## src/rtit_pkg.sv

```systemverilog
// ----------------------------------------------------------------------------
// rtit_pkg
// Types and constants shared by the record table cells, controller and top.
// ----------------------------------------------------------------------------
package rtit_pkg;

	localparam int CAPACITY = 64;
	localparam int IDX_W    = (CAPACITY > 1) ? $clog2(CAPACITY) : 1;
	localparam int CNT_W    = $clog2(CAPACITY + 1);

	localparam int POS_W    = 6;
	localparam int TOT_W    = 7;
	localparam int OP_W     = 2;
	localparam int STAT_W   = 3;

	typedef struct packed {
		logic [7:0]  phone_tail;
		logic [63:0] phone_head;
		logic [7:0]  surname_tail;
		logic [63:0] surname_head;
		logic [7:0]  first_name_tail;
		logic [63:0] first_name_head;
	} record_t;

	localparam int REC_W    = $bits(record_t);
	localparam int S_DATA_W = ((REC_W + 7) / 8) * 8;
	localparam int M_BITS   = POS_W + REC_W + TOT_W;
	localparam int M_DATA_W = ((M_BITS + 7) / 8) * 8;

	typedef enum logic [OP_W-1:0] {
		OP_ADD    = 2'd0,
		OP_DELETE = 2'd1,
		OP_SEARCH = 2'd2,
		OP_LIST   = 2'd3
	} op_t;

	typedef enum logic [STAT_W-1:0] {
		STAT_DONE      = 3'd0,
		STAT_FULL      = 3'd1,
		STAT_EMPTY     = 3'd2,
		STAT_NOT_FOUND = 3'd3,
		STAT_RECORD    = 3'd4
	} status_t;

	typedef enum logic [1:0] {
		S_IDLE,
		S_WALK,
		S_FINISH
	} state_t;

	typedef struct packed {
		logic             rotate;
		logic             compact;
		logic             write;
		logic [IDX_W-1:0] sel_idx;
	} cell_ctl_t;

endpackage

```

## src/rtit_cell.sv

```systemverilog
// ----------------------------------------------------------------------------
// rtit_cell
// One table slot: rotates toward the head, shifts down on compaction, or
// takes the broadcast record when its index is selected for an append.
// ----------------------------------------------------------------------------
module rtit_cell (
	input  logic                    clk,
	input  rtit_pkg::cell_ctl_t     ctl,
	input  logic [rtit_pkg::IDX_W-1:0] index,
	input  rtit_pkg::record_t       nbr,
	input  rtit_pkg::record_t       wdata,
	output rtit_pkg::record_t       rec
);
	import rtit_pkg::*;

	record_t rec_q;

	always_ff @(posedge clk) begin
		if (ctl.rotate) begin
			rec_q <= nbr;
		end else if (ctl.compact && (index >= ctl.sel_idx)) begin
			rec_q <= nbr;
		end else if (ctl.write && (index == ctl.sel_idx)) begin
			rec_q <= wdata;
		end
	end

	assign rec = rec_q;

endmodule

```

## config.mk

```make
export PLATFORM = sky130hd
export DESIGN_NAME = rtit_cell
export DESIGN_NICKNAME = d
export VERILOG_FILES = /design/src/rtit_pkg.sv /design/src/rtit_cell.sv
export SDC_FILE = /design/constraint.sdc
export NUM_CORES = 1
export LEC_CHECK = 0
export BUFFER_PORTS_ARGS = -buffer_cell sky130_fd_sc_hd__buf_2
export CAP_MARGIN = 20
export CORE_AREA = 2 2 256 258
export CTS_BUF_LIST = sky130_fd_sc_hd__clkbuf_2
export CTS_CLUSTER_SIZE = 20
export DETAILED_ROUTE_END_ITERATION = 12
export DIE_AREA = 0 0 258 260
export SETUP_SLACK_MARGIN = 0.2
export SLEW_MARGIN = 20
export SYNTH_ARGS = -nofsm -noshare
export SYNTH_HDL_FRONTEND = slang
export SYNTH_SLANG_ARGS = --single-unit
```

## constraint.sdc

```tcl
create_clock -name clk -period 22.1 [get_ports clk]
set_input_delay 4.42 -clock clk [delete_from_list [all_inputs] [get_ports clk]]
set_output_delay 4.42 -clock clk [all_outputs]
set_load 0.01 [all_outputs]
```

# == Word level (Yosys, flattened, before mapping) ==
# Index checks and enable logic that the tools add are counted.
# word_totals
reg_bits,216
in_bits,448
out_inout_bits,216
# op_classes
magnitude_cmp,1
mux,3
eq_ne,1
reduce_logical,3
# ops
op,n
$mux 216,3
$eq 6x6->1,1
$ge 6x6->1,1
$reduce_bool 3->1,1
$logic_and 1x1->1,2

# == Logic depth before layout (Yosys ltp) ==
# Gate-level depths: netlist of the first run.
# depth
word_depth,5
mapped_depth,9
ltp_nobuf,6

# == Worst setup path before layout of the first run ==
# OpenSTA, ideal clock, no wires.
# synth_path
path_kind,input port to flip-flop
from,input port ctl[4] (netlist bit)
to,"register rec_q (netlist bit rec[0]), enable pin"
setup_slack_ps,11268
path_buffers,3
arrival_time_ps,10241
cell_stages,8
path_cell_list,inv_1 ha_1 and4_1 a311o_1 buf_2 buf_6 buf_6 a41o_1
# synth_between
elab_chain_cells,3
# synth_rtl
item,line,text
from (decl),rtit_cell.sv:8,"input rtit_pkg::cell_ctl_t ctl,"
$ge 6x6->1 or $eq 6x6->1 (tied branches),"rtit_cell.sv:21, rtit_cell.sv:23",
"$logic_and 1x1->1, on equally long branches","rtit_cell.sv:21, rtit_cell.sv:23",
$reduce_bool 3->1 (no source line) (*),-,
to (signal assigned),rtit_cell.sv:20,rec_q <= nbr;
to (signal assigned),rtit_cell.sv:22,rec_q <= nbr;
to (signal assigned),rtit_cell.sv:24,rec_q <= wdata;
to (decl),rtit_cell.sv:16,record_t rec_q;
# Mark *: on every way between the ends. The rest lies on a longest branch, timed or not.
# A chain may end at the register's enable or synchronous reset.

# == Final worst setup path of the first run ==
# layout_path
from,input port ctl[5] (netlist bit)
to,"register rec_q (netlist bit rec[50]), data pin"
# layout_between
elab_chain_cells,4
# layout_rtl
item,line,text
$ge 6x6->1,rtit_cell.sv:21,end else if (ctl.compact && (index >= ctl.sel_idx)) begin
$logic_and 1x1->1,rtit_cell.sv:21,
$mux 216,rtit_cell.sv:21,
$mux 216,rtit_cell.sv:19,if (ctl.rotate) begin
# No other way between the ends.

==> results of run 1 <==
## worst paths after layout
check	cells after the start	start	end
hold / removal	2	wdata[160]	rec[160]$_DFFE_PP_
setup / recovery	9	ctl[5]	rec[50]$_DFFE_PP_
## power groups by stage
stage / Clock [mW] / Sequential, mW / Combinational, mW
after global placement: 0 / 0.554 / 0.244
after detailed placement: 0 / 0.555 / 0.248
final: 0.273 / 0.544 / 0.243
after global routing: 0.312 / 0.551 / 0.260
after floorplan: 0 / 0.594 / 0.0879
after CTS: 0.297 / 0.546 / 0.248
## logic make-up (layout without fill, tap and decap cells)
kind of cell / Yosys count / after routing
muxes: 216 / 216
DFF: 216 / 216
and+or+nand+nor: 3 / 3
AOI/OAI and AO/OA: 6 / 6
buffers and inverters: 31 / 772
other: 0 / 6
adders and majority gates: 6 / 6
## metal layers
metal | vias up | share of wire [%] | wire (um)
li1 | 3331 | - | -
met5 | - | 0.032 | 10
met4 | 2 | 3.3 | 1050
met1 | 3191 | 33 | 10400
met2 | 459 | 52 | 16400
met3 | 73 | 12 | 3790
## cell type report
cell class	count	area (um2)
Fill cell	6843	49600
Clock inverter	16	88.8
Tap cell	855	1070
Timing Repair Buffer	670	3370
Sequential cell	216	6490
Clock buffer	79	395
Inverter	7	26.3
Antenna cell	6	15.0
Multi-Input combinational cell	231	3070
## worst max-delay path, stage by stage
cell and delay, ns:
buf_2 0.07, inv_1 0.04, ha_1 0.30, and4_1 0.22
a311o_2 0.18, buf_4 0.60, buf_4 0.75, buf_4 0.79
mux2_2 0.42
## cells in the mapped netlist (all sizes together)
cell      n
nand3     1
a311o     1
and4      1
mux2    216
a41o      1
o22ai     1
a21oi     2
a21o      1
edfxtp  216
buf      24
nand2b    1
inv       7
ha        6
## per-stage QoR
stage | std cells | utilization, %
2_1_floorplan | 478 | -
3_3_place_gp | 1979 | 21.9
3_5_place_dp | 1979 | 21.9
4_1_cts | 2074 | 22.6
5_1_grt | 2076 | 22.6
6_report | 2080 | 22.6
==> impl_metrics.py, run 1 <==
metrics = {
    "setup_path": {
        "cp_max_fo": 55,
        "cp.arrival_ns": 8.01,
        "critPathLaunchType": "input port",
        "critical_path_class": "in -> reg",
        "worstPathRequired_ns": 22.77,
        "crit_path_end_kind": "flop",
    },
    "placement": {
        "dp_slack_ns": 13.82,
        "dp_hpwl_um": 25200,
        "io_buffers": 663,
        "placement.cell_area_um2": 14000,
        "gp_congestion": 0.817,
    },
    "final_layout": {
        "area_growth_pct": 48.4,
        "largest_reg_flops": 216,
        "layout_commonest_cell": "buf_2",
        "final_cell_mix": "buf_2, edfxtp_1, mux2_4",
        "drive_above_1_share_pct": 79.7,
        "final_area_um2": 14500,
        "final_nets": 1636,
    },
    "pwr": {
        "peakVddDrop_v": 0.0000357,
        "switchingPower_uw": 304,
        "power.density_nw_per_um2": 73.0,
        "share_seq_of_total_power_pct": 51.3,
        "p_int_uw": 757,
        "netSwitchingFraction_pct": 28.7,
        "finalPower_mw": 1.06,
        "pwr-share-clk_pct": 25.7,
        "combPwrFrac_pct": 22.9,
        "p_leak_nw": 6.73,
    },
    "flow_run": {
        "drv_cap": 0,
    },
    "sta": {
        "final.setup.tns_ns": 0,
        "slew_violations": 0,
        "finalCritPeriodShare_pct": 33.2,
        "worst_pin_slew_ns": 1.01,
        "fin_crit_ns": 7.34,
        "setup_viol": 0,
        "max_freq_mhz": 136,
        "finalWorstSetupSlack_ns": 14.76,
        "rsz0062_at_grt": "false",
        "relSlewSlack_pct": 32.7,
        "hold_slack_ns": 3.80,
        "hold_viol": 0,
    },
    "global_routing": {
        "grt_pass1_wl_um": 43100,
        "overflow": 0,
        "grtUsageMet1_pct": 8.00,
        "grt_util_met3_pct": 4.03,
        "use_met2_pct": 16.1,
        "first_global_vias": 7437,
        "grt_start_max_net_pins": 75,
        "globalRouteTotalUtil_pct": 8.65,
        "antenna_found_initial": 8,
        "busiest_layer": "met2",
    },
    "floorplanning": {
        "top_level_ports": 664,
        "die-area_um2": 67100,
        "rows": 93,
        "start_util_pct": 15.3,
        "core_um2": 64100,
        "die-height_um": 260,
        "die_w_um": 258,
    },
    "yosys": {
        "synth_area_leaders": "edfxtp_1, mux2_4, mux2_2",
        "synth_fp_nets": 932,
        "yosys.area_share.adder_pct": 0.767,
        "synth_mux_area_share_pct": 29.8,
        "synth_warnings": 0,
        "synth_xor_area_share_pct": 0,
        "avgSynthCellArea_um2": 20.5,
        "yosys.area_share.simple_pct": 0.205,
        "ys_seq_area_share_pct": 66.3,
        "synth_cell_types": 15,
        "synth_area_um2": 9780,
        "ys_ff_latch": 216,
        "synth_top_area_share_pct": 66.3,
        "synth_top_area_cell": "edfxtp_1",
        "synth_cells": 478,
        "synth_top_family_by_area": "multiplexers",
        "synth-compound-area-share_pct": 0.448,
    },
    "drt": {
        "wl_um": 31700,
        "ant_nets": 0,
        "drc": 0,
        "vias_per_cell": 3.39,
        "first_pass_iters": 4,
        "drt-initial-drc-count": 217,
        "wl_per_cell_um": 15.2,
        "num_vias": 7056,
    },
    "clocking": {
        "cts_resized": 0,
        "numCtsBuffers": 56,
        "clk_pin_slew_worst_paths_ns": 0.11,
        "cts.sinks": 216,
        "cts_buffer_depth": 3,
        "root_buffer": "clkbuf_2",
        "cts_tree": "yes",
        "postCtsHoldBufs": 0,
        "cts_setup_buffers": 0,
        "h-tree-depth": 2,
    },
    "run_status": {
        "status": "finished clean",
    },
    "hold_path": {
        "min_path_type": "in -> reg",
    },
}
No activity file was read; power rests on OpenSTA's default activity.
==> run 2, diff against run 1 <==
--- a/config.mk
+++ b/config.mk
@@ -5,13 +5,14 @@
 export SDC_FILE = /design/constraint.sdc
 export NUM_CORES = 1
 export LEC_CHECK = 0
+export ABC_AREA = 1
 export BUFFER_PORTS_ARGS = -buffer_cell sky130_fd_sc_hd__buf_2
 export CAP_MARGIN = 20
-export CORE_AREA = 2 2 256 258
+export CORE_AREA = 2 2 259 261
 export CTS_BUF_LIST = sky130_fd_sc_hd__clkbuf_2
 export CTS_CLUSTER_SIZE = 20
 export DETAILED_ROUTE_END_ITERATION = 12
-export DIE_AREA = 0 0 258 260
+export DIE_AREA = 0 0 261 263
 export SETUP_SLACK_MARGIN = 0.2
 export SLEW_MARGIN = 20
 export SYNTH_ARGS = -nofsm -noshare
==> constraint.sdc (replaced) <==
create_clock -name clk -period 7.1 [get_ports clk]
set_input_delay 1.42 -clock clk [delete_from_list [all_inputs] [get_ports clk]]
set_output_delay 1.42 -clock clk [all_outputs]
set_load 0.01 [all_outputs]
==> run 2 against run 1 <==
Combinational power rose to 3.1 times the previous value; critical path depth grew 3; flip-flop and latch count unchanged.
==> impl_metrics.py, run 2 <==
metrics = {
    "placement": {
        "dp_hpwl_um": 28500,
        "io_buffers": 663,
        "gp_congestion": 0.823,
    },
    "drt": {
        "num_vias": 9530,
        "drc": 0,
        "ant_nets": 0,
        "dr_wl_met2_um": 18600,
        "wl_met1_um": 14200,
        "vias_per_cell": 3.76,
        "first_pass_iters": 5,
        "wl_per_cell_um": 15.2,
        "wl_um": 38500,
        "route.met3.wl_um": 4500,
        "top_layer": "met5",
        "drt-initial-drc-count": 662,
    },
    "clocking": {
        "root_buffer": "clkbuf_2",
        "cts_buffer_depth": 3,
        "cts.sinks": 216,
        "h-tree-depth": 2,
        "numCtsBuffers": 58,
        "cts_tree": "yes",
        "clk_pin_slew_worst_paths_ns": 0.11,
        "cts_resized": 0,
        "postCtsHoldBufs": 0,
        "cts_setup_buffers": 0,
    },
    "global_routing": {
        "globalRouteTotalUtil_pct": 10.6,
        "grt_pass1_wl_um": 55300,
        "first_global_vias": 9409,
        "grt_start_max_net_pins": 118,
        "overflow": 0,
        "antenna_found_initial": 4,
    },
    "setup_path": {
        "cp_common_cell": "nand2_1",
        "critical_path_class": "in -> reg",
        "cp.buffers_inverters": 4,
        "cp.depth": 12,
        "max_stage_delay_ns": 0.39,
        "cp.arrival_ns": 3.71,
        "crit_path_cell_trace": "buf_2, inv_1, ha_1, nand2_1, inv_2, a21oi_1, nand2_1, nand2_8, nand2_8, buf_12, nand2_1, nand2_1",
        "critPathLaunchType": "input port",
        "crit_path_end_kind": "flop",
        "path_delay_family": "simple AND/OR/NAND/NOR gates",
        "cp_max_fo": 112,
        "worstPathRequired_ns": 7.78,
        "crit_slowest_cell": "buf_12",
    },
    "final_layout": {
        "drive_above_1_share_pct": 46.8,
        "n_fill_cell": 7259,
        "layout_commonest_cell": "buf_2",
        "largest_reg_flops": 216,
        "area_growth_pct": 46.2,
        "final_nets": 2083,
        "final_cell_mix": "buf_2, nand2_1, edfxtp_1",
    },
    "yosys": {
        "synth_ff_type": "edfxtp_1",
        "synth_area_leaders": "edfxtp_1, nand2_1, nand3_1",
        "avgSynthCellArea_um2": 10.2,
        "synth_area_um2": 9940,
        "ys_seq_area_share_pct": 65.2,
        "synth_top_area_cell": "edfxtp_1",
        "synth_fp_nets": 1424,
        "ys_ff_latch": 216,
        "synth-edff-count": 216,
        "synthTopCellsByCount": "nand2_1, edfxtp_1, nand3_1, buf_2, nand3_2",
        "synth_cell_types": 18,
        "synth_warnings": 0,
        "synth_cells": 970,
        "synth_top_area_share_pct": 65.2,
        "postSynth.asyncResetShare_pct": 0,
        "yosysMostFrequentCell": "nand2_1",
    },
    "pwr": {
        "p_leak_nw": 7.26,
        "switchingPower_mw": 1.08,
        "finalPower_mw": 3.32,
        "netSwitchingFraction_pct": 32.4,
        "share_seq_of_total_power_pct": 51.2,
        "pwr-share-clk_pct": 25.9,
        "peakVddDrop_v": 0.0000844,
        "p_int_mw": 2.24,
        "power.density_nw_per_um2": 228,
        "combPwrFrac_pct": 22.9,
    },
    "flow_run": {
        "drv_cap": 0,
    },
    "sta": {
        "rsz0062_at_grt": "false",
        "relSlewSlack_pct": 35.1,
        "final.setup.tns_ns": 0,
        "setup_viol": 0,
        "hold_viol": 0,
        "slew_violations": 0,
        "worst_pin_slew_ns": 0.974,
        "finalCritPeriodShare_pct": 42.8,
        "fin_crit_ns": 3.04,
        "max_freq_mhz": 329,
    },
    "run_status": {
        "status": "finished clean",
    },
    "floorplanning": {
        "rows": 94,
        "die_w_um": 261,
        "top_level_ports": 664,
        "core_um2": 65600,
        "die-height_um": 263,
        "start_util_pct": 15.1,
        "die-area_um2": 68600,
    },
    "hold_path": {
        "holdPathStages": 3,
        "min_path_type": "in -> reg",
    },
}
run 2: cell count changes after synthesis, moves of 2 or more:
cell / before / now
buf_1: 0 / 15
buf_2: 9 / 32
buf_4: 0 / 6
clkbuf_1: 0 / 2
inv_1: 7 / 11
mux2_2: 87 / 0
mux2_4: 129 / 0
nand2_1: 0 / 442
nand3_1: 1 / 198
nand3_2: 0 / 20
run 2: cells by family (layout without fill, tap and decap cells):
family / after synthesis / in the layout / synth area share [%]
compound gates: 1 / 1 / 0.0503
buf+inv: 83 / 783 / 5.01
flops: 216 / 216 / 65.2
fa+ha+maj: 6 / 6 / 0.755
other cells: 0 / 1 / 0
simple gates: 664 / 664 / 28.9
run 2: final cells by class:
type | instances | area [um2] | area share, %
Tap cell | 864 | 1080 | 7.44
Antenna cell | 1 | 2.50 | 0.0172
Inverter | 12 | 52.6 | 0.362
Clock inverter | 19 | 76.3 | 0.525
Multi-Input combinational cell | 671 | 2990 | 20.6
Sequential cell | 216 | 6490 | 44.6
Clock buffer | 82 | 410 | 2.82
Timing Repair Buffer | 670 | 3430 | 23.6
run 2: power groups by stage:
stage,logic [mW],clock network [mW],registers (mW)
final,0.759,0.860,1.70
after global routing,0.841,0.990,1.72
after CTS,0.775,0.933,1.70
after detailed placement,0.774,0,1.73
after global placement,0.770,0,1.72
after floorplan,0.246,0,1.84
run 2: metrics by stage:
step	std cells	worst slack [ns]	instance area (um2)	utilization, %	hold slack, ns
floorplan	970	0.377	9950	-	1.60
global placement	2433	3.18	14000	21.4	1.68
detailed placement	2433	3.11	14000	21.4	1.69
CTS	2534	3.84	14500	22.1	0.497
global route	2535	3.83	14500	22.1	0.549
finish	2535	4.06	14500	22.1	0.743
run 2: worst paths after layout:
check                 end     from
max    rec[137]$_DFFE_PP_   ctl[4]
min     rec[61]$_DFFE_PP_  nbr[61]
run 2: per-layer routing:
metal,track usage [%],vias up
li1,-,4650
met1,11.3,4224
met2,18.6,560
met3,4.40,90
met4,4.04,6
met5,0,-
