===== config.mk =====
export PLATFORM = sky130hd
export DESIGN_NAME = rtit_ctrl
export DESIGN_NICKNAME = d
export VERILOG_FILES = /design/src/rtit_pkg.sv /design/src/rtit_ctrl.sv
export SDC_FILE = /design/constraint.sdc
export NUM_CORES = 1
export LEC_CHECK = 0
export BUFFER_PORTS_ARGS = -buffer_cell sky130_fd_sc_hd__buf_2
export CAP_MARGIN = 5
export CORE_AREA = 2 2 351 353
export DETAILED_ROUTE_END_ITERATION = 6
export DIE_AREA = 0 0 353 355
export GPL_TIMING_DRIVEN = 1
export MAX_ROUTING_LAYER = met4
export PLACE_DENSITY = 0.49
export SETUP_SLACK_MARGIN = 0.05
export SLEW_MARGIN = 20
export SYNTH_ARGS = -nofsm -noshare
export SYNTH_HDL_FRONTEND = slang
export SYNTH_SLANG_ARGS = --single-unit

===== constraint.sdc =====
create_clock -name clk -period 20.2 [get_ports clk]
set_input_delay 3.03 -clock clk [delete_from_list [all_inputs] [get_ports clk]]
set_output_delay 3.03 -clock clk [all_outputs]
set_load 0.1 [all_outputs]

===== src/rtit_pkg.sv =====
// ----------------------------------------------------------------------------
// rtit_pkg
// Types and constants shared by the record table cells, controller and top.
// ----------------------------------------------------------------------------
package rtit_pkg;

	localparam int CAPACITY = 64;
	localparam int IDX_W    = (CAPACITY > 1) ? $clog2(CAPACITY) : 1;
	localparam int CNT_W    = $clog2(CAPACITY + 1);

	localparam int POS_W    = 6;
	localparam int TOT_W    = 7;
	localparam int OP_W     = 2;
	localparam int STAT_W   = 3;

	typedef struct packed {
		logic [7:0]  phone_tail;
		logic [63:0] phone_head;
		logic [7:0]  surname_tail;
		logic [63:0] surname_head;
		logic [7:0]  first_name_tail;
		logic [63:0] first_name_head;
	} record_t;

	localparam int REC_W    = $bits(record_t);
	localparam int S_DATA_W = ((REC_W + 7) / 8) * 8;
	localparam int M_BITS   = POS_W + REC_W + TOT_W;
	localparam int M_DATA_W = ((M_BITS + 7) / 8) * 8;

	typedef enum logic [OP_W-1:0] {
		OP_ADD    = 2'd0,
		OP_DELETE = 2'd1,
		OP_SEARCH = 2'd2,
		OP_LIST   = 2'd3
	} op_t;

	typedef enum logic [STAT_W-1:0] {
		STAT_DONE      = 3'd0,
		STAT_FULL      = 3'd1,
		STAT_EMPTY     = 3'd2,
		STAT_NOT_FOUND = 3'd3,
		STAT_RECORD    = 3'd4
	} status_t;

	typedef enum logic [1:0] {
		S_IDLE,
		S_WALK,
		S_FINISH
	} state_t;

	typedef struct packed {
		logic             rotate;
		logic             compact;
		logic             write;
		logic [IDX_W-1:0] sel_idx;
	} cell_ctl_t;

endpackage


===== src/rtit_ctrl.sv =====
// ----------------------------------------------------------------------------
// rtit_ctrl
// Operation sequencer: decodes beats, walks the cell ring, holds one pending
// match so the final result can carry tlast, and drives the output register.
// ----------------------------------------------------------------------------
module rtit_ctrl (
	input  logic                           clk,
	input  logic                           arst_n,
	input  logic                           s_tvalid,
	output logic                           s_tready,
	input  logic [rtit_pkg::S_DATA_W-1:0]  s_tdata,
	input  logic [rtit_pkg::OP_W-1:0]      s_tuser,
	output logic                           m_tvalid,
	input  logic                           m_tready,
	output logic [rtit_pkg::M_DATA_W-1:0]  m_tdata,
	output logic [rtit_pkg::STAT_W-1:0]    m_tuser,
	output logic                           m_tlast,
	input  rtit_pkg::record_t              head,
	output rtit_pkg::cell_ctl_t            cell_ctl,
	output rtit_pkg::record_t              wdata
);
	import rtit_pkg::*;

	state_t           state_q, state_d;
	logic [CNT_W-1:0] count_q;
	op_t              op_q;
	record_t          key_q;
	logic [IDX_W-1:0] step_q;
	logic             pend_valid_q;
	record_t          pend_rec_q;
	logic [IDX_W-1:0] pend_pos_q;
	logic             found_q;
	logic [IDX_W-1:0] del_idx_q;

	logic             out_valid_q;
	status_t          out_stat_q;
	logic [POS_W-1:0] out_pos_q;
	record_t          out_rec_q;
	logic [TOT_W-1:0] out_tot_q;
	logic             out_last_q;

	logic             out_free, in_beat, table_empty, table_full, walk_start;
	logic             head_valid, name_hit, phone_hit, hit, adv, last_step;
	op_t              in_op;
	record_t          in_rec;

	logic             load;
	status_t          ld_stat;
	logic [POS_W-1:0] ld_pos;
	record_t          ld_rec;
	logic [TOT_W-1:0] ld_tot;
	logic             ld_last;
	logic             cnt_inc, cnt_dec;

	assign out_free    = !out_valid_q || m_tready;
	assign in_beat     = s_tvalid && s_tready;
	assign in_op       = op_t'(s_tuser);
	assign in_rec      = record_t'(s_tdata[REC_W-1:0]);
	assign table_empty = (count_q == '0);
	assign table_full  = (count_q >= CNT_W'(CAPACITY));
	assign walk_start  = in_beat && ((in_op == OP_SEARCH) ||
		(((in_op == OP_DELETE) || (in_op == OP_LIST)) && !table_empty));
	assign head_valid  = (CNT_W'(step_q) < count_q);
	assign name_hit    = (head.first_name_head == key_q.first_name_head) &&
		(head.first_name_tail == key_q.first_name_tail);
	assign phone_hit   = (head.phone_head == key_q.phone_head) &&
		(head.phone_tail == key_q.phone_tail);
	assign hit         = head_valid && ((op_q == OP_LIST) ||
		((op_q == OP_SEARCH) && name_hit));
	assign last_step   = (step_q == IDX_W'(CAPACITY - 1));
	assign wdata       = in_rec;

	always_comb begin
		state_d = state_q;
		case (state_q)
			S_IDLE: begin
				if (walk_start) state_d = S_WALK;
			end
			S_WALK: begin
				if (out_free && last_step) state_d = S_FINISH;
			end
			S_FINISH: begin
				if (out_free) state_d = S_IDLE;
			end
			default: state_d = S_IDLE;
		endcase
	end

	always_comb begin
		s_tready = 1'b0;
		cell_ctl = '0;
		adv      = 1'b0;
		load     = 1'b0;
		ld_stat  = STAT_DONE;
		ld_pos   = '0;
		ld_rec   = '0;
		ld_tot   = TOT_W'(count_q);
		ld_last  = 1'b1;
		cnt_inc  = 1'b0;
		cnt_dec  = 1'b0;
		case (state_q)
			S_IDLE: begin
				s_tready = out_free;
				if (in_beat) begin
					case (in_op)
						OP_ADD: begin
							load = 1'b1;
							if (table_full) begin
								ld_stat = STAT_FULL;
							end else begin
								cell_ctl.write   = 1'b1;
								cell_ctl.sel_idx = count_q[IDX_W-1:0];
								cnt_inc          = 1'b1;
								ld_tot           = TOT_W'(count_q + CNT_W'(1));
							end
						end
						OP_DELETE, OP_LIST: begin
							if (table_empty) begin
								load    = 1'b1;
								ld_stat = STAT_EMPTY;
							end
						end
						default: ;
					endcase
				end
			end
			S_WALK: begin
				if (out_free) begin
					adv             = 1'b1;
					cell_ctl.rotate = 1'b1;
					if (hit && pend_valid_q) begin
						load    = 1'b1;
						ld_stat = STAT_RECORD;
						ld_pos  = POS_W'(pend_pos_q);
						ld_rec  = pend_rec_q;
						ld_last = 1'b0;
					end
				end
			end
			S_FINISH: begin
				if (out_free) begin
					load = 1'b1;
					if (op_q == OP_DELETE) begin
						if (found_q) begin
							cell_ctl.compact = 1'b1;
							cell_ctl.sel_idx = del_idx_q;
							cnt_dec          = 1'b1;
							ld_tot           = TOT_W'(count_q - CNT_W'(1));
						end else begin
							ld_stat = STAT_NOT_FOUND;
						end
					end else if (pend_valid_q) begin
						ld_stat = STAT_RECORD;
						ld_pos  = POS_W'(pend_pos_q);
						ld_rec  = pend_rec_q;
					end else begin
						ld_stat = STAT_NOT_FOUND;
					end
				end
			end
			default: ;
		endcase
	end

	always_ff @(posedge clk or negedge arst_n) begin
		if (!arst_n) begin
			state_q      <= S_IDLE;
			count_q      <= '0;
			step_q       <= '0;
			pend_valid_q <= 1'b0;
			found_q      <= 1'b0;
			out_valid_q  <= 1'b0;
		end else begin
			state_q <= state_d;
			if (cnt_inc) count_q <= count_q + CNT_W'(1);
			else if (cnt_dec) count_q <= count_q - CNT_W'(1);
			if (walk_start) begin
				step_q       <= '0;
				pend_valid_q <= 1'b0;
				found_q      <= 1'b0;
			end else if (adv) begin
				step_q <= step_q + IDX_W'(1);
				if (hit) pend_valid_q <= 1'b1;
				if ((op_q == OP_DELETE) && head_valid && phone_hit) found_q <= 1'b1;
			end
			if (load) out_valid_q <= 1'b1;
			else if (m_tready) out_valid_q <= 1'b0;
		end
	end

	always_ff @(posedge clk) begin
		if (in_beat) begin
			op_q  <= in_op;
			key_q <= in_rec;
		end
		if (adv && hit) begin
			pend_rec_q <= head;
			pend_pos_q <= step_q;
		end
		if (adv && (op_q == OP_DELETE) && head_valid && phone_hit && !found_q) begin
			del_idx_q <= step_q;
		end
		if (load) begin
			out_stat_q <= ld_stat;
			out_pos_q  <= ld_pos;
			out_rec_q  <= ld_rec;
			out_tot_q  <= ld_tot;
			out_last_q <= ld_last;
		end
	end

	assign m_tvalid = out_valid_q;
	assign m_tuser  = out_stat_q;
	assign m_tlast  = out_last_q;
	assign m_tdata  = {{(M_DATA_W - M_BITS){1'b0}}, out_tot_q, out_rec_q, out_pos_q};

endmodule


# Word-level counts from Yosys, hierarchy flattened
# Index checks and enable logic that the tools add are counted.
[totals]
reg_bits = 625
input_bits = 438
output_inout_bits = 463
[op_classes]
n_addsub = 3
n_lt_le_gt_ge = 2
eq_ne = 16
n_mux = 72
n_reduce_logical = 36
[ops]
columns = ["op", "count"]
rows = [
  ["$mux 216", 5],
  ["$pmux 216 s2", 1],
  ["$eq 64x64->1", 2],
  ["$mux 7", 11],
  ["$mux 6", 10],
  ["$mux 1", 26],
  ["$pmux 6 s2", 2],
  ["$mux 3", 6],
  ["$eq 8x8->1", 2],
  ["$logic_and 1x1->1", 16],
  ["$pmux 7 s2", 1],
  ["$eq 2x2->1 const B", 5],
  ["$mux 2", 5],
  ["$reduce_bool 2->1", 5],
  ["$pmux 3 s3", 1],
  ["$add 7x1->7 const B", 1],
  ["$ge 7x7->1 const B", 1],
  ["$logic_not 7->1", 1],
  ["$lt 6x7->1", 1],
  ["$sub 7x1->7 const B", 1],
  ["$add 6x1->6 const B", 1],
  ["$eq 2x1->1 const B", 3],
  ["$eq 6x6->1 const B", 1],
  ["$ne 2x2->1 const B", 3],
  ["10 further kinds", 18],
]

# Logic depth before layout (Yosys ltp)
# Gate-level depths: netlist of the first run.
[depth]
ltp_word = 10
ltp_mapped = 11
ltp_nobuf = 9

# Worst setup path before layout of the first run
# OpenSTA, ideal clock, no wires.
[synth_path]
kind = "input port to flip-flop"
startpoint = "input port m_tready"
endpoint = "register out_rec_q (netlist bit m_tdata[100]) (enable)"
setup_time_ns = 0.966
arrival_ns = 16.934
t_required_ns = 19.234
slack_ns = 2.301
cell_stages = 6
path_buffers = 1
path_cell_list = "nand2b_1 > buf_4 > nand3_1 > inv_2 > nand2_1 > a31oi_1"
[synth_between]
elab_chain_cells = 5
elab_cells_between_ends = 7
[synth_rtl]
columns = ["item", "line", "rtl"]
rows = [
  ["start, declared", "rtit_ctrl.sv:14", "input logic m_tready,"],
  ["$logic_or 1x1->1", "rtit_ctrl.sv:55", "assign out_free = !out_valid_q || m_tready;"],
  ["$mux 1", "rtit_ctrl.sv:101", "case (state_q)"],
  ["$logic_and 1x1->1", "rtit_ctrl.sv:56", "assign in_beat = s_tvalid && s_tready;"],
  ["net in_beat", "rtit_ctrl.sv:42", "logic out_free, in_beat, table_empty, table_full, walk_start;"],
  ["$mux 1", "rtit_ctrl.sv:104", "if (in_beat) begin"],
  ["$pmux 1 s3", "rtit_ctrl.sv:101", ""],
  ["net load", "rtit_ctrl.sv:47", "logic load;"],
  ["end signal, assigned", "rtit_ctrl.sv:206", "out_rec_q <= ld_rec;"],
  ["end, declared", "rtit_ctrl.sv:38", "record_t out_rec_q;"],
]
# The timed path passes the listed nets, and every way through them passes these cells.
# A chain may end at the register's enable or synchronous reset.

==> impl_metrics.prom, run 1 <==
# TYPE chip_impl_metric gauge
chip_impl_info{name="status",value="completed"} 1
chip_impl_metric{name="final.hold.worst_slack",unit="ns"} 0.519
chip_impl_metric{name="pwr_density_cell",unit="nW/um^2"} 149
chip_impl_info{name="cp-start-kind",value="input pin"} 1
chip_impl_metric{name="drive_above_1_share",unit="%"} 41.2
chip_impl_metric{name="worstSkewPairLatency",unit="ns"} 0.65
chip_impl_info{name="cp_endpoint_kind",value="primary output"} 1
chip_impl_metric{name="num_io_pins",unit=""} 901
chip_impl_info{name="yosys-top-cells-area",value="sky130_fd_sc_hd__edfxtp_1 73%, sky130_fd_sc_hd__buf_4 6.7%, sky130_fd_sc_hd__and3_1 5.6%, sky130_fd_sc_hd__xor2_1 3.4%, sky130_fd_sc_hd__dfrtp_1 1.8%"} 1
chip_impl_metric{name="ys_ff_latch",unit=""} 625
chip_impl_metric{name="async_flop_share",unit="%"} 2.88
chip_impl_metric{name="global_route_usage_sum",unit="%"} 12.8
chip_impl_metric{name="synth-warning-count",unit=""} 0
chip_impl_metric{name="cts_post_setup_buffers_inserted",unit=""} 0
chip_impl_info{name="ys_dominant_reg_cell",value="sky130_fd_sc_hd__edfxtp_1"} 1
chip_impl_metric{name="cp.required",unit="ns"} 17.17
chip_impl_metric{name="initial_antenna_violation_count",unit=""} 9
chip_impl_metric{name="initial_utilization",unit="%"} 20.4
chip_impl_metric{name="portBuffers",unit=""} 753
chip_impl_metric{name="post_synth_instance_area",unit="um^2"} 24800
chip_impl_metric{name="synth_xor_xnor_area_share",unit="%"} 4.55
chip_impl_metric{name="synth_compound_gate_area_share",unit="%"} 1.96
chip_impl_metric{name="final_setup_violation_count",unit=""} 0
chip_impl_metric{name="postCtsHoldBufs",unit=""} 0
chip_impl_metric{name="report.final.hold_viol_count",unit=""} 0
chip_impl_metric{name="h-tree-depth",unit=""} 3
chip_impl_metric{name="detail-route-antenna-nets",unit=""} 0
chip_impl_metric{name="wire_per_inst",unit="um"} 21.3
chip_impl_metric{name="critical_path.max_fanout",unit=""} 11
chip_impl_metric{name="die-width",unit="um"} 353
chip_impl_metric{name="drt_wl_total",unit="um"} 80800
chip_impl_metric{name="worst-slew-pin-transition",unit="ns"} 1.08
chip_impl_metric{name="design.die.area",unit="um^2"} 125000
chip_impl_metric{name="clkSlewWorstSetupHoldPaths",unit="ns"} 0.05
chip_impl_metric{name="synth.avg_cell_area",unit="um^2"} 16.3
chip_impl_metric{name="p_leak",unit="nW"} 12.6
chip_impl_metric{name="numPlacedInstances",unit=""} 3642
chip_impl_info{name="netlist.top_cell.by_area",value="sky130_fd_sc_hd__edfxtp_1"} 1
chip_impl_metric{name="grt_start_max_net_pins",unit=""} 185
chip_impl_metric{name="post_drt_via_cell_ratio",unit=""} 3.82
chip_impl_metric{name="max-slew-margin-rel",unit="%"} 27.4
chip_impl_metric{name="layout_setup_ws",unit="ns"} 11.85
chip_impl_metric{name="hold_depth",unit=""} 1
chip_impl_metric{name="final_area",unit="um^2"} 31300
chip_impl_metric{name="skew",unit="ns"} 0.0303
chip_impl_metric{name="ratio_of_final_minimum_period_to_clock_period",unit="%"} 41.3
chip_impl_info{name="combinational_family_with_the_most_area_after_synthesis",value="buffers and inverters"} 1
chip_impl_metric{name="post_cts_gate_resize_count",unit=""} 0
chip_impl_metric{name="synth_edf_count",unit=""} 607
chip_impl_metric{name="post-synth-top-area-fraction",unit="%"} 73.5
chip_impl_metric{name="cap_viol_max_count",unit=""} 0
chip_impl_metric{name="dieHeight",unit="um"} 355
chip_impl_metric{name="syn2layout_area_growth",unit="%"} 26.3
chip_impl_metric{name="tritoncts_num_sinks",unit=""} 625
chip_impl_metric{name="synth_adder_area_share",unit="%"} 0.656
chip_impl_metric{name="first_iter_violations",unit=""} 969
chip_impl_info{name="path_category_of_the_worst_min_delay_check",value="register to register"} 1
chip_impl_metric{name="ctsLongestPathBuffers",unit=""} 3
chip_impl_metric{name="setup_tns",unit="ns"} 0
chip_impl_metric{name="cts_inserted_buffers",unit=""} 75
chip_impl_metric{name="place.detailed.hpwl",unit="um"} 58800
chip_impl_metric{name="wire_length_of_the_first_global_routing_pass",unit="um"} 109000
chip_impl_metric{name="crit_arrival",unit="ns"} 5.32
chip_impl_metric{name="seq_area_frac_synth",unit="%"} 75.3
chip_impl_metric{name="ir_worst_vdd",unit="mV"} 0.0710
chip_impl_metric{name="floorplan.rows",unit=""} 128
chip_impl_info{name="unrepaired_setup_endpoints_after_global_routing",value="false"} 1
chip_impl_info{name="clockRootBuffer",value="sky130_fd_sc_hd__clkbuf_16"} 1
chip_impl_metric{name="dpl-instance-area",unit="um^2"} 28800
chip_impl_info{name="worst_setup_path_type",value="input pin to primary output"} 1
chip_impl_metric{name="worst-r2r-cell-count",unit=""} 9
chip_impl_metric{name="drt-pass1-iter-count",unit=""} 7
chip_impl_metric{name="nets",unit=""} 2545
chip_impl_metric{name="yosys.area_share.simple",unit="%"} 8.72
chip_impl_metric{name="vias",unit=""} 14500
chip_impl_metric{name="synth.mux.area_fraction",unit="%"} 0.0807
chip_impl_metric{name="period_needed",unit="ns"} 8.35
chip_impl_metric{name="place_congestion",unit=""} 0.841
chip_impl_metric{name="final_util",unit="%"} 25.8
chip_impl_metric{name="number_of_cells_produced_by_synthesis",unit=""} 1521
chip_impl_info{name="cts_tree",value="built"} 1
chip_impl_metric{name="timing.fmax",unit="MHz"} 120
chip_impl_metric{name="total_power",unit="mW"} 4.65
chip_impl_metric{name="first_global_vias",unit=""} 14300
chip_impl_metric{name="design.core.area",unit="um^2"} 121000
chip_impl_metric{name="synth_cell_type_count",unit=""} 52
chip_impl_metric{name="grt.overflow.total",unit=""} 0
chip_impl_metric{name="slew_violations",unit=""} 0
chip_impl_metric{name="drc",unit=""} 0
chip_impl_metric{name="final_cells",unit=""} 3789
chip_impl_metric{name="place_worst_setup_slack",unit="ns"} 11.79
-- cells in the mapped netlist, types with 2 or more instances --
cell / number
sky130_fd_sc_hd__o21ai_0: 15
sky130_fd_sc_hd__buf_6: 20
sky130_fd_sc_hd__a221oi_1: 2
sky130_fd_sc_hd__a21oi_1: 13
sky130_fd_sc_hd__a22o_1: 4
sky130_fd_sc_hd__nand4_1: 20
sky130_fd_sc_hd__mux2i_1: 2
sky130_fd_sc_hd__ha_1: 13
sky130_fd_sc_hd__nor2b_1: 8
sky130_fd_sc_hd__clkbuf_1: 31
sky130_fd_sc_hd__nor4_1: 27
sky130_fd_sc_hd__nor3_2: 3
sky130_fd_sc_hd__o21a_1: 2
sky130_fd_sc_hd__or3_1: 2
sky130_fd_sc_hd__and3_1: 224
sky130_fd_sc_hd__a211oi_1: 3
sky130_fd_sc_hd__dfrtp_1: 18
sky130_fd_sc_hd__nand2b_1: 4
sky130_fd_sc_hd__nand2_1: 25
sky130_fd_sc_hd__a22oi_1: 3
sky130_fd_sc_hd__o22ai_1: 10
sky130_fd_sc_hd__nor2_1: 27
sky130_fd_sc_hd__edfxtp_1: 607
sky130_fd_sc_hd__buf_4: 223
sky130_fd_sc_hd__xnor2_1: 32
sky130_fd_sc_hd__o2bb2ai_1: 4
sky130_fd_sc_hd__or2_2: 2
sky130_fd_sc_hd__inv_1: 38
sky130_fd_sc_hd__xor2_1: 97
sky130_fd_sc_hd__a2111oi_0: 2
sky130_fd_sc_hd__nor3_1: 8
sky130_fd_sc_hd__nand3_1: 8
sky130_fd_sc_hd__a221o_1: 2
sky130_fd_sc_hd__and2_1: 3
sky130_fd_sc_hd__a21o_1: 2
-- worst paths after layout --
kind	from	end	slack, ns
max	m_tready	cell_ctl[6]	11.85
min	pend_valid_q	pend_valid_q	0.52
max reg2reg	key_q[66]	m_tdata[131]	15.05
min reg2reg	pend_valid_q	pend_valid_q	0.52
max in group asynchronous	arst_n	count_q[3]	17.53
min in group asynchronous	arst_n	count_q[1]	2.34
-- registers in the layout, summed over array words and instances, names as in the netlist, 2 cells and up --
name        count
m_tdata       216
pend_pos_q      6
pend_rec_q    216
state_q         2
step_q          6
del_idx_q       6
m_tuser         3
count_q         7
key_q         144
out_tot_q       7
op_q            2
out_pos_q       6
-- power by group --
part	leakage [nW]	switching (mW)	total, mW	internal, mW
combinational	5.56	1.32	1.50	0.184
clock	1.20	0.558	1.38	0.824
sequential	5.87	0.0687	1.77	1.70
total	12.6	1.94	4.65	2.71
-- cells in the final DEF (no fill, tap or decap), types with 4 or more instances in the layout --
| master | Yosys | routed |
|---|---|---|
| sky130_fd_sc_hd__buf_2 | 0 | 753 |
| sky130_fd_sc_hd__edfxtp_1 | 607 | 607 |
| sky130_fd_sc_hd__and3_1 | 224 | 224 |
| sky130_fd_sc_hd__xor2_1 | 97 | 97 |
| sky130_fd_sc_hd__clkbuf_16 | 0 | 79 |
| sky130_fd_sc_hd__inv_1 | 38 | 38 |
| sky130_fd_sc_hd__xnor2_1 | 32 | 32 |
| sky130_fd_sc_hd__nor2_1 | 27 | 26 |
| sky130_fd_sc_hd__nand2_1 | 25 | 25 |
| sky130_fd_sc_hd__nor4_1 | 27 | 24 |
| sky130_fd_sc_hd__nand4_1 | 20 | 20 |
| sky130_fd_sc_hd__clkbuf_1 | 31 | 18 |
| sky130_fd_sc_hd__dfrtp_1 | 18 | 18 |
| sky130_fd_sc_hd__clkinv_1 | 0 | 17 |
| sky130_fd_sc_hd__o21ai_0 | 15 | 15 |
| sky130_fd_sc_hd__buf_4 | 223 | 14 |
| sky130_fd_sc_hd__a21oi_1 | 13 | 13 |
| sky130_fd_sc_hd__ha_1 | 13 | 12 |
| sky130_fd_sc_hd__o22ai_1 | 10 | 10 |
| sky130_fd_sc_hd__nand3_1 | 8 | 8 |
| sky130_fd_sc_hd__nor2b_1 | 8 | 8 |
| sky130_fd_sc_hd__nor3_1 | 8 | 8 |
| sky130_fd_sc_hd__bufinv_16 | 0 | 8 |
| sky130_fd_sc_hd__diode_2 | 0 | 7 |
| sky130_fd_sc_hd__clkinvlp_4 | 0 | 5 |
| sky130_fd_sc_hd__clkinv_2 | 0 | 5 |
| sky130_fd_sc_hd__nand2b_1 | 4 | 4 |
| sky130_fd_sc_hd__inv_6 | 0 | 4 |
| sky130_fd_sc_hd__a22o_1 | 4 | 4 |
| sky130_fd_sc_hd__o2bb2ai_1 | 4 | 4 |
-- routing by layer --
layer / vias to the layer above / global-route usage, % / wire length (um)
li1: 6605 / - / -
met1: 7122 / 15.0 / 33100
met2: 635 / 19.9 / 38100
met3: 122 / 5.02 / 7340
met4: 0 / 4.28 / 2260
met5: - / - / 0
-- worst max-delay path, stage by stage --
cell and delay (ns):
sky130_fd_sc_hd__buf_2 0.09, sky130_fd_sc_hd__nand2b_1 0.38, sky130_fd_sc_hd__nand3_1 0.31, sky130_fd_sc_hd__nor3_2 0.32, sky130_fd_sc_hd__nand2_1 0.35, sky130_fd_sc_hd__inv_1 0.35
sky130_fd_sc_hd__buf_2 0.49
-- cell families (layout without fill, tap and decap cells) --
group,count (synthesis),count (layout)
buffers and inverters,314,948
multiplexers,2,2
AO/OA/AOI/OAI,71,71
XOR/XNOR,129,129
AND/OR/NAND/NOR,366,366
other,1,10
adder cells (fa/ha/maj),13,13
flip-flops,625,625
-- cell type report --
class / instances / area, um^2
fillers: 12700 / 90100
multi-input cells: 584 / 4030
inverters: 39 / 151
diodes: 7 / 17.5
clock inverters: 43 / 462
repair buffers: 769 / 3910
clock buffers: 97 / 2040
well taps: 1625 / 2030
flip-flops and latches: 625 / 18700
No activity file was read; power rests on OpenSTA's default activity.
==> run 2: changes to the inputs <==
- ABC_AREA: default -> 1
- CORE_AREA: 2 2 351 353 -> 2 2 350 352
- DIE_AREA: 0 0 353 355 -> 0 0 352 354
- PLACE_DENSITY: 0.49 -> 0.5
- clock period: 20.2 -> 8.6 ns (I/O delays scaled with it)
==> run 2 against run 1 <==
Compared with the run above: register-to-register slack lost 11 ns; setup slack worse by 8.1 ns; non-clock buffer count shrank 6; worst hold slack got worse by 0.00057 ns; die area down 0.56%; core utilization up 1.3 points; total power grew to 2.6 times the previous value; critical path depth rose by 2; largest cell class unchanged; highest routed layer unchanged.
==> impl_metrics.prom, run 2 <==
# TYPE chip_impl_metric gauge
chip_impl_info{name="status",value="completed"} 1
chip_impl_info{name="worstHoldStart",value="pend_rec_q[171]"} 1
chip_impl_metric{name="post-synth-top-area-fraction",unit="%"} 69.3
chip_impl_metric{name="nets",unit=""} 2997
chip_impl_metric{name="ratio_of_final_minimum_period_to_clock_period",unit="%"} 56.5
chip_impl_info{name="mostFrequentLayoutCells",value="753 x sky130_fd_sc_hd__buf_2, 607 x sky130_fd_sc_hd__edfxtp_1, 340 x sky130_fd_sc_hd__inv_1"} 1
chip_impl_metric{name="grt.overflow.total",unit=""} 0
chip_impl_info{name="critical-path-slowest-cell",value="sky130_fd_sc_hd__buf_2"} 1
chip_impl_metric{name="wire_length_of_the_first_global_routing_pass",unit="um"} 115000
chip_impl_metric{name="drc",unit=""} 0
chip_impl_metric{name="ys_ff_latch",unit=""} 625
chip_impl_metric{name="detail-route-antenna-nets",unit=""} 0
chip_impl_metric{name="ctsLongestPathBuffers",unit=""} 3
chip_impl_metric{name="hold_depth",unit=""} 2
chip_impl_metric{name="design.die.area",unit="um^2"} 125000
chip_impl_metric{name="post_synth_instance_area",unit="um^2"} 26300
chip_impl_metric{name="synth_cell_type_count",unit=""} 37
chip_impl_info{name="worst_hold_path.endpoint",value="m_tdata[177]"} 1
chip_impl_info{name="cp-start-kind",value="register"} 1
chip_impl_metric{name="dieHeight",unit="um"} 354
chip_impl_metric{name="cp.required",unit="ns"} 7.31
chip_impl_metric{name="global_route_usage_sum",unit="%"} 13.5
chip_impl_metric{name="drt-pass1-iter-count",unit=""} 5
chip_impl_info{name="netlist.top_cell.by_area",value="sky130_fd_sc_hd__edfxtp_1"} 1
chip_impl_info{name="cts_tree",value="built"} 1
chip_impl_metric{name="final_cells",unit=""} 4239
chip_impl_metric{name="worstSkewPairLatency",unit="ns"} 0.64
chip_impl_metric{name="post_cts_gate_resize_count",unit=""} 0
chip_impl_metric{name="slew_violations",unit=""} 0
chip_impl_metric{name="synth-warning-count",unit=""} 0
chip_impl_metric{name="postCtsHoldBufs",unit=""} 0
chip_impl_metric{name="worst-r2r-cell-count",unit=""} 13
chip_impl_metric{name="post_drt_via_cell_ratio",unit=""} 3.69
chip_impl_info{name="yosys-top-cells-area",value="sky130_fd_sc_hd__edfxtp_1 69%, sky130_fd_sc_hd__buf_4 6.3%, sky130_fd_sc_hd__inv_1 4.9%, sky130_fd_sc_hd__nor2_4 4.3%, sky130_fd_sc_hd__nor2_1 3.2%"} 1
chip_impl_metric{name="cap_viol_max_count",unit=""} 0
chip_impl_metric{name="crit_arrival",unit="ns"} 3.57
chip_impl_metric{name="max_stage_delay",unit="ns"} 0.50
chip_impl_metric{name="final.hold.worst_slack",unit="ns"} 0.518
chip_impl_info{name="ys_top_cells_by_count",value="607 x sky130_fd_sc_hd__edfxtp_1, 343 x sky130_fd_sc_hd__inv_1, 227 x sky130_fd_sc_hd__nor2_1"} 1
chip_impl_metric{name="initial_antenna_violation_count",unit=""} 11
chip_impl_metric{name="total_power",unit="mW"} 12.0
chip_impl_metric{name="numPlacedInstances",unit=""} 4091
chip_impl_metric{name="p_leak",unit="nW"} 13.6
chip_impl_metric{name="regToRegSetupSlack",unit="ns"} 4.37
chip_impl_metric{name="worst-slew-pin-transition",unit="ns"} 1.23
chip_impl_metric{name="skew",unit="ns"} 0.0413
chip_impl_metric{name="clkSlewWorstSetupHoldPaths",unit="ns"} 0.06
chip_impl_metric{name="max-slew-margin-rel",unit="%"} 18.2
chip_impl_metric{name="place_congestion",unit=""} 0.878
chip_impl_metric{name="vias",unit=""} 15600
chip_impl_info{name="cp_endpoint_kind",value="primary output"} 1
chip_impl_metric{name="initial_utilization",unit="%"} 21.8
chip_impl_metric{name="ir_worst_vdd",unit="mV"} 0.191
chip_impl_metric{name="final_setup_violation_count",unit=""} 0
chip_impl_metric{name="first_iter_violations",unit=""} 943
chip_impl_metric{name="final_util",unit="%"} 27.1
chip_impl_metric{name="seq_area_frac_synth",unit="%"} 71.0
chip_impl_info{name="path_category_of_the_worst_min_delay_check",value="register to register"} 1
chip_impl_metric{name="portBuffers",unit=""} 753
chip_impl_metric{name="pwr_density_cell",unit="nW/um^2"} 366
chip_impl_metric{name="wire_per_inst",unit="um"} 19.9
chip_impl_info{name="final_common_cell",value="sky130_fd_sc_hd__buf_2"} 1
chip_impl_info{name="unrepaired_setup_endpoints_after_global_routing",value="false"} 1
chip_impl_metric{name="drt_wl_total",unit="um"} 84300
chip_impl_info{name="clockRootBuffer",value="sky130_fd_sc_hd__clkbuf_16"} 1
chip_impl_metric{name="grt_start_max_net_pins",unit=""} 123
chip_impl_metric{name="setup_tns",unit="ns"} 0
chip_impl_metric{name="design.core.area",unit="um^2"} 121000
chip_impl_metric{name="report.final.hold_viol_count",unit=""} 0
chip_impl_metric{name="timing.fmax",unit="MHz"} 206
chip_impl_metric{name="floorplan.rows",unit=""} 128
chip_impl_metric{name="period_needed",unit="ns"} 4.86
chip_impl_metric{name="place.detailed.hpwl",unit="um"} 64300
chip_impl_metric{name="tritoncts_num_sinks",unit=""} 625
chip_impl_info{name="ys_dominant_reg_cell",value="sky130_fd_sc_hd__edfxtp_1"} 1
chip_impl_metric{name="cts_inserted_buffers",unit=""} 78
chip_impl_metric{name="num_io_pins",unit=""} 901
chip_impl_info{name="critical_path.cell_chain",value="inv_1 > ha_1 > inv_1 > nor2_2 > nand2_1 > nor2_2 > nand2_1 > o21ai_0 > buf_2"} 1
chip_impl_metric{name="synth.avg_cell_area",unit="um^2"} 13.5
chip_impl_metric{name="synth_edf_count",unit=""} 607
chip_impl_info{name="post-synth-top-count-cell",value="sky130_fd_sc_hd__edfxtp_1"} 1
chip_impl_metric{name="cts_post_setup_buffers_inserted",unit=""} 0
chip_impl_info{name="rr_startpoint",value="key_q[71]"} 1
chip_impl_metric{name="number_of_cells_produced_by_synthesis",unit=""} 1949
chip_impl_info{name="regToRegEndpoint",value="m_tdata[107]"} 1
chip_impl_info{name="worst_setup_path_type",value="register to primary output"} 1
chip_impl_metric{name="drive_above_1_share",unit="%"} 38.5
chip_impl_metric{name="syn2layout_area_growth",unit="%"} 24.5
chip_impl_metric{name="h-tree-depth",unit=""} 3
chip_impl_metric{name="first_global_vias",unit=""} 15400
chip_impl_metric{name="die-width",unit="um"} 352
chip_impl_metric{name="async_flop_share",unit="%"} 2.88
chip_impl_metric{name="critical_path.max_fanout",unit=""} 12
## run 2: cell types whose count changed in the layout (fill, tap and decap cells not counted), sizes merged, moves of 8 or more
cell	change
o21ai	+10
or2	+12
nand2	+145
nand3	+12
inv	+307
nor2	+303
nor4	-23
xor2	-20
clkinv	+8
and3	-224
nor2b	-8
xnor2	-29
## run 2: stage by stage
stage                     instance area [um^2]  worst slack (ns)
after global routing                     32800              3.50
after global placement                   30300              3.03
after CTS                                32700              3.65
final                                    32800              3.74
after floorplan                          26300             0.752
after detailed placement                 30300              3.05
## run 2: routing by layer
| layer | GRT usage [%] | up-vias | wire (um) |
|---|---|---|---|
| met5 | - | - | 0 |
| met4 | 3.38 | 0 | 1400 |
| met3 | 4.88 | 92 | 7050 |
| met2 | 20.2 | 600 | 38300 |
| met1 | 17.3 | 7593 | 37500 |
| li1 | - | 7352 | - |
## run 2: final cells by class
| cell class | count | area (um^2) |
|---|---|---|
| fillers | 12500 | 88200 |
| inverters | 346 | 1320 |
| multi-input cells | 732 | 4350 |
| flip-flops and latches | 625 | 18700 |
| well taps | 1625 | 2030 |
| diodes | 8 | 20.0 |
| clock buffers | 93 | 2010 |
| clock inverters | 47 | 472 |
| repair buffers | 763 | 3880 |
## run 2: kinds of logic after synthesis
family / synth area share (%)
AOI/OAI and AO/OA: 1.51
xor gates and xnor gates: 2.66
adders and majority gates: 0.618
buffers and inverters: 12.6
DFF: 71.0
other: 0.0143
and+or+nand+nor: 11.6
## run 2: critical path: cells and delay by family, from the launching register on
family                     cells  cell delay, ns
DFF                            1            0.41
and+or+nand+nor                4            1.05
adders and majority gates      1            0.28
buffers and inverters          3            0.77
AOI/OAI and AO/OA              1            0.42
## run 2: worst max path at each step
stage	startpoint	to	slack (ns)	cells after the start
after global routing	state_q[1]	cell_ctl[6]	3.50	9
final	state_q[1]	cell_ctl[5]	3.74	9
after CTS	state_q[1]	cell_ctl[5]	3.65	9
after global placement	head[71]	m_tdata[108]	3.03	14
after floorplan	m_tready	m_tdata[100]	0.75	8
after detailed placement	head[71]	m_tdata[107]	3.05	14
## run 2: where the power goes
group          switching [mW]  internal [mW]
Sequential              0.228           4.18
Combinational            3.85          0.526
Clock                    1.37           1.84
